<file path="src/design/chm_pkg.sv">
// Shared constants and types for the chained hash map core.
// No dependencies; imported by chm_hash and chained_hash_map_core.
`timescale 1ns / 1ps

package chm_pkg;

  localparam int BUCKETS    = 63;
  localparam int ENTRIES    = 256;
  localparam int VALUE_BITS = 64;

  localparam int KEY_W  = 31;
  localparam int BKT_W  = $clog2(BUCKETS);
  localparam int IDX_W  = $clog2(ENTRIES);
  localparam int LINK_W = $clog2(ENTRIES + 1);

  // A link or head equal to the entry count marks an empty chain.
  localparam logic [LINK_W-1:0] NIL = LINK_W'(ENTRIES);

  localparam logic [1:0] ACT_SET    = 2'd0;
  localparam logic [1:0] ACT_GET    = 2'd1;
  localparam logic [1:0] ACT_REMOVE = 2'd2;

  typedef enum logic [6:0] {
    S_IDLE  = 7'b0000001,
    S_HASH  = 7'b0000010,
    S_HEAD  = 7'b0000100,
    S_CMP   = 7'b0001000,
    S_ALLOC = 7'b0010000,
    S_REM1  = 7'b0100000,
    S_REM2  = 7'b1000000
  } state_t;

endpackage

</file>
<file path="src/design/chm_hash.sv">
// Key magnitude and bucket selection for the chained hash map.
// Depends on chm_pkg.
`timescale 1ns / 1ps

module chm_hash import chm_pkg::*; (
  input  logic signed [31:0]  key,
  output logic [KEY_W-1:0]    magnitude,
  input  logic [KEY_W-1:0]    hash_key,
  output logic [BKT_W-1:0]    bucket
);

  logic [31:0] negated;
  logic [8:0]  digit_sum;
  logic [6:0]  folded;

  always_comb begin
    negated = 32'd0 - key;
    if (!key[31]) begin
      magnitude = key[KEY_W-1:0];
    end else if (negated[31]) begin
      // The most negative key saturates to the largest magnitude.
      magnitude = {KEY_W{1'b1}};
    end else begin
      magnitude = negated[KEY_W-1:0];
    end
  end

  // Since 64 leaves remainder one modulo 63, the six-bit digits are summed
  // and the sum folded once more, leaving a single correction.
  always_comb begin
    digit_sum = 9'(hash_key[5:0]) + 9'(hash_key[11:6]) + 9'(hash_key[17:12])
              + 9'(hash_key[23:18]) + 9'(hash_key[29:24]) + 9'(hash_key[30]);
    folded = 7'(digit_sum[5:0]) + 7'(digit_sum[8:6]);
    if (folded >= 7'(BUCKETS)) begin
      bucket = BKT_W'(folded - 7'(BUCKETS));
    end else begin
      bucket = BKT_W'(folded);
    end
  end

endmodule

</file>
<file path="config.mk">
export PLATFORM = sky130hd
export DESIGN_NAME = chm_hash
export DESIGN_NICKNAME = d
export VERILOG_FILES = /design/src/design/chm_pkg.sv /design/src/design/chm_hash.sv
export SDC_FILE = /design/constraint.sdc
export NUM_CORES = 1
export LEC_CHECK = 0
export ABC_AREA = 1
export BUFFER_PORTS_ARGS = -buffer_cell sky130_fd_sc_hd__buf_4
export CORE_MARGIN = 2
export CORE_UTILIZATION = 35
export DETAILED_ROUTE_END_ITERATION = 10
export GPL_TIMING_DRIVEN = 0
export PLACE_DENSITY_LB_ADDON = 0.3
export SLEW_MARGIN = 0
export SYNTH_ARGS = -nofsm -noshare
export SYNTH_HDL_FRONTEND = slang
export SYNTH_SLANG_ARGS = --single-unit
</file>
<file path="constraint.sdc">
create_clock -name vclk -period 4.8
set_clock_uncertainty 0.05 [all_clocks]
set_input_delay 0.48 -clock vclk [all_inputs]
set_output_delay 0.48 -clock vclk [all_outputs]
set_load 0.005 [all_outputs]
</file>
-- Word level (Yosys, flattened, before mapping)
Index checks and enable logic that the tools add are counted.
Widths: inputs -> output; s select.
- bits in registers: 0
- input bits: 63
- output and inout port bits: 37
- word-level logic and storage cells: 12
- add/sub/neg operators: 8
- magnitude comparators: 1
- mux-type cells: 3
- operators with widths (cell ; number):
    $mux 31 ; 2
    $sub 1x32->32 const A ; 1
    $add 8x6->9 ; 1
    $add 9x1->9 ; 1
    $add 9x6->9 ; 1
    $add 7x6->8 ; 1
    $add 6x3->7 ; 1
    $add 6x6->7 ; 1
    $ge 7x6->1 const B ; 1
    $mux 6 ; 1
    $sub 6x6->6 const B ; 1

-- Logic depth before layout (Yosys ltp)
- depth in word-level cells: 8
- depth in mapped cells: 27
- gate-level depth less buffers: 27

-- Least setup slack after synthesis
OpenSTA, ideal clock, no wires.
- path kind: in2out
- start: in hash_key[1]
- end: out bucket[1]
- arrival: 4670 ps
- data required time: 4270 ps
- path slack: -400 ps
- stages on the path: 23
- buffers on the path: 0
- cell sequence: inv_1 fa_1 inv_1 fa_1 inv_1 fa_1 inv_1 ha_1 fa_1 nand3_1 nand2_1 nand2_1 nand2_1 a21oi_1 xor2_1 fa_1 nand2_1 nor3_1 nand3_1 a21oi_1 nand2_1 nand3_1 nand2_1
- longest elaborated chain between the ends: 8
- elaborated cells between the ends (all ways): 9
- those cells by class: 7 x add/sub; 1 x order compare; 1 x mux
- ends and longest elaborated chain (element ; RTL line ; source):
    start, declared ; chm_hash.sv:8 ; input logic [KEY_W-1:0] hash_key,
    $add 6x6->7 (*) ; chm_hash.sv:31 ; digit_sum = 9'(hash_key[5:0]) + 9'(hash_key[11:6]) + 9'(hash_key[17:12])
    $add 7x6->8 (*) ; chm_hash.sv:31 ;
    $add 8x6->9 (*) ; chm_hash.sv:32 ; + 9'(hash_key[23:18]) + 9'(hash_key[29:24]) + 9'(hash_key[30]);
    $add 9x6->9 (*) ; chm_hash.sv:32 ;
    $add 9x1->9 (*) ; chm_hash.sv:32 ;
    $add 6x3->7 (*) ; chm_hash.sv:33 ; folded = 7'(digit_sum[5:0]) + 7'(digit_sum[8:6]);
    $sub 6x6->6 or $ge 7x6->1 (tied branches) ; chm_hash.sv:35, chm_hash.sv:34 ;
    $mux 6 (*) ; chm_hash.sv:34 ; if (folded >= 7'(BUCKETS)) begin
    end, declared ; chm_hash.sv:9 ; output logic [BKT_W-1:0] bucket
Mark *: on every way between the ends. The rest lies on a longest branch, timed or not.

-- Worst setup path after layout
- start: in hash_key[15]
- end: out bucket[0]
- longest elaborated chain between the ends: 7
- elaborated cells between the ends (all ways): 8
- those cells by class: 6 x add/sub; 1 x order compare; 1 x mux
- ends and longest elaborated chain (element ; RTL line):
    $add 7x6->8 (*) ; chm_hash.sv:31
    $add 8x6->9 (*) ; chm_hash.sv:32
    $add 9x6->9 (*) ; chm_hash.sv:32
    $add 9x1->9 (*) ; chm_hash.sv:32
    $add 6x3->7 (*) ; chm_hash.sv:33
    $sub 6x6->6 or $ge 7x6->1 (tied branches) ; chm_hash.sv:35, chm_hash.sv:34
    $mux 6 (*) ; chm_hash.sv:34
Marked as above.

==> summary.log <==
[timing] minimum clock period after layout 5.49 ns
[global_routing] first-pass GRT wire length 11.9 mm
[floorplanning] Initial Utilization 0.361
[routing] via count of the routed design 2977
[final_layout] fraction of final layout cells with drive strength greater than 1 0.402
[routing] uppermost metal layer occupied by signal nets met4
[routing] remaining antenna violation count 0
[final_layout] Layout Area Growth over Synthesis 60.7%
[timing] Max transition margin 0.638
[setup_path] buffering stage count on the worst path with inverters included 8
[setup_path] delay contributed by the slowest stage of the critical path 0.54 ns
[min_path] worst min-delay path category input pin to output port
[timing] share of the clock period used by the worst path after layout 1.14
[global_routing] initial antenna violation count 0
[final_layout] number of clock buffer instances in the layout 0
[final_layout] Antenna Diode Count 0
[placed_design] RePlAce Congestion 0.896
[min_path] Hold Startpoint key[0]
[global_routing] Global Route Usage Sum 0.193
[setup_path] Worst EP arrival 4.96 ns
[setup_path] Worst Setup Start Kind input pin
[pwr] Power, Total 0.00213 W
[routing] Post-Route M1 WL 3.09 mm
[min_path] number of cells on the worst hold path 4
[flow_run] max capacitance violation total 0
[timing] highest clock rate 182 MHz
[setup_path] Critical Path Slowest Stage Cell sky130_fd_sc_hd__fa_1
[placed_design] HPWL after detailed placement 5.78 mm
[synth] Warnings, synthesis 0
[final_layout] Non-Filler Cell Area, Final 3660 um2
[floorplanning] DIE AREA 7170 um2
[min_path] endpoint of the worst hold-timing path magnitude[0]
[synth] number of distinct library cells after synthesis 32
[synth] mean post-synth cell area 5.77 um2
[pwr] static leakage power 1.96 nW
[status] failing checks negative setup slack
[routing] met3 routed WL 469 um
[setup_path] Worst Path Max Fanout 5
[placed_design] count of buffers inserted at the top-level ports 99
[routing] TritonRoute pass-1 iters 4
[status] outcome complete, but fails checks
[setup_path] Required @ worst endpoint 4.27 ns
[floorplanning] area of the core region 6310 um2
[final_layout] Net count, final 615
[setup_path] launching instance or port of the critical path hash_key[15]
[global_routing] total congestion overflow 0
[global_routing] pin count of the biggest net entering global routing 11
[routing] wire per inst 12.9 um
[floorplanning] die width 84.7 um
[pwr] peak ir drop on the vdd network 0.000807 V
[final_layout] flip-flop and latch count 0
[routing] via density per instance 5.00
[timing] pin slew with the least headroom to its limit 0.543 ns
[floorplanning] y dimension of the die 84.7 um
[final_layout] most frequent cells in the layout 111 x sky130_fd_sc_hd__buf_4, 75 x sky130_fd_sc_hd__nand2_1, 72 x sky130_fd_sc_hd__inv_1, 54 x sky130_fd_sc_hd__nand3_1, 28 x sky130_fd_sc_hd__nor2_1
[floorplanning] I/O pins 100
[final_layout] Storage cell area 0 um2
[routing] Total Routed Length 7.66 mm
[setup_path] Top delay family on crit path adder cells
[routing] DR WL met2 3.92 mm
[floorplanning] number of rows created at floorplan 29
[timing] final setup slack of the worst path -0.694 ns
[timing] Max Transition Viols Final 0
[timing] unrepaired setup endpoints after global routing yes
[placed_design] Placed Area 3200 um2
[synth] synthesized net count 490
[timing] count of endpoints failing setup in the final report 6
[setup_path] class of the most critical setup path input pin to output port
[synth] sequential share of the synthesized area 0
[timing] Hold Fails Final Rpt 0
[routing] Iteration-0 DRC Markers 118
[setup_path] nature of the critical path endpoint output port
[routing] DRC violations left 0
[synth] Syn Inst Count 395
[clocking] count of hold-fix buffers inserted at cts 0
[final_layout] most common cell after layout, fill and taps aside sky130_fd_sc_hd__buf_4
[global_routing] via count of the first global-routing pass 2775
[synth] synthesized area 2280 um2
[pwr] power density of the placed cells 583 nW/um2
[final_layout] total of fill cells in the finished design 602
[final cells by class]
type	count	area [um2]	area share
plain buffers	8	53.8	0.0147
inverters	87	344	0.0940
multi-input cells	300	2190	0.598
well taps	77	96.3	0.0263
repair buffers	123	976	0.267
[logic make-up (layout without fill, tap and decap cells)]
group                    after synthesis  in the layout  share of synthesized area
buffers and inverters                 95            218                      0.167
XOR/XNOR                              12             12                     0.0462
AO/OA/AOI/OAI                         33             33                     0.0780
adder cells (fa/ha/maj)               32             32                      0.238
AND/OR/NAND/NOR                      223            223                      0.470
[routing by layer]
metal / track usage / up-vias
met5: 0 / -
met4: 0.0375 / 0
met3: 0.0128 / 16
met2: 0.344 / 112
met1: 0.259 / 1372
li1: - / 1477
[worst max-delay path by stage]
| stage | end | slack, ns | cells past startpoint |
|---|---|---|---|
| floorplan | bucket[0] | -0.18 | 23 |
| global placement | bucket[0] | -0.65 | 25 |
| detailed placement | bucket[0] | -0.74 | 25 |
| CTS | bucket[0] | -0.61 | 25 |
| finish | bucket[0] | -0.69 | 28 |
| global route | bucket[1] | -0.93 | 28 |
[timing repair]
| item | in CTS | in global routing |
|---|---|---|
| resized for setup | 14 | 56 |
| endpoints found under the setup margin | 6 | 6 |
| setup buffers | 18 | 8 |
| pin swaps | 15 | 31 |
[synth_stat cells (all sizes together)]
library cell	n	area, um2
inv	87	327
buf	5	42.5
and2	1	6.26
fa	19	380
a21oi	8	40.0
clkbuf	3	11.3
nand3	64	345
xor2	11	96.3
o21ai	20	100
ha	13	163
nor2	39	181
nor3	7	35.0
or2	6	37.5
o21bai	1	7.51
nand3b	6	57.6
o31ai	1	7.51
xnor2	1	8.76
o211ai	2	15.0
a21boi	1	7.51
nand4	5	31.3
nand2	95	377
[where the power goes]
part / leakage (nW) / switching, W / internal [W]
combinational: 1.96 / 0.00110 / 0.00104
clock: 0 / 0 / 0
sequential: 0 / 0 / 0
total: 1.96 / 0.00110 / 0.00104
[stage by stage]
stage	TNS, ns	std cells	setup slack [ns]	utilization	hold WS, ns
3_3_place_gp	-3.48	571	-0.647	0.508	1.21
3_5_place_dp	-3.97	571	-0.742	0.508	1.21
2_1_floorplan	-0.722	395	-0.179	-	0.993
5_1_grt	-5.08	595	-0.927	0.579	1.23
4_1_cts	-3.27	589	-0.606	0.536	1.21
6_report	-3.78	595	-0.694	0.579	1.22
Power figures use the tool's default switching activity.
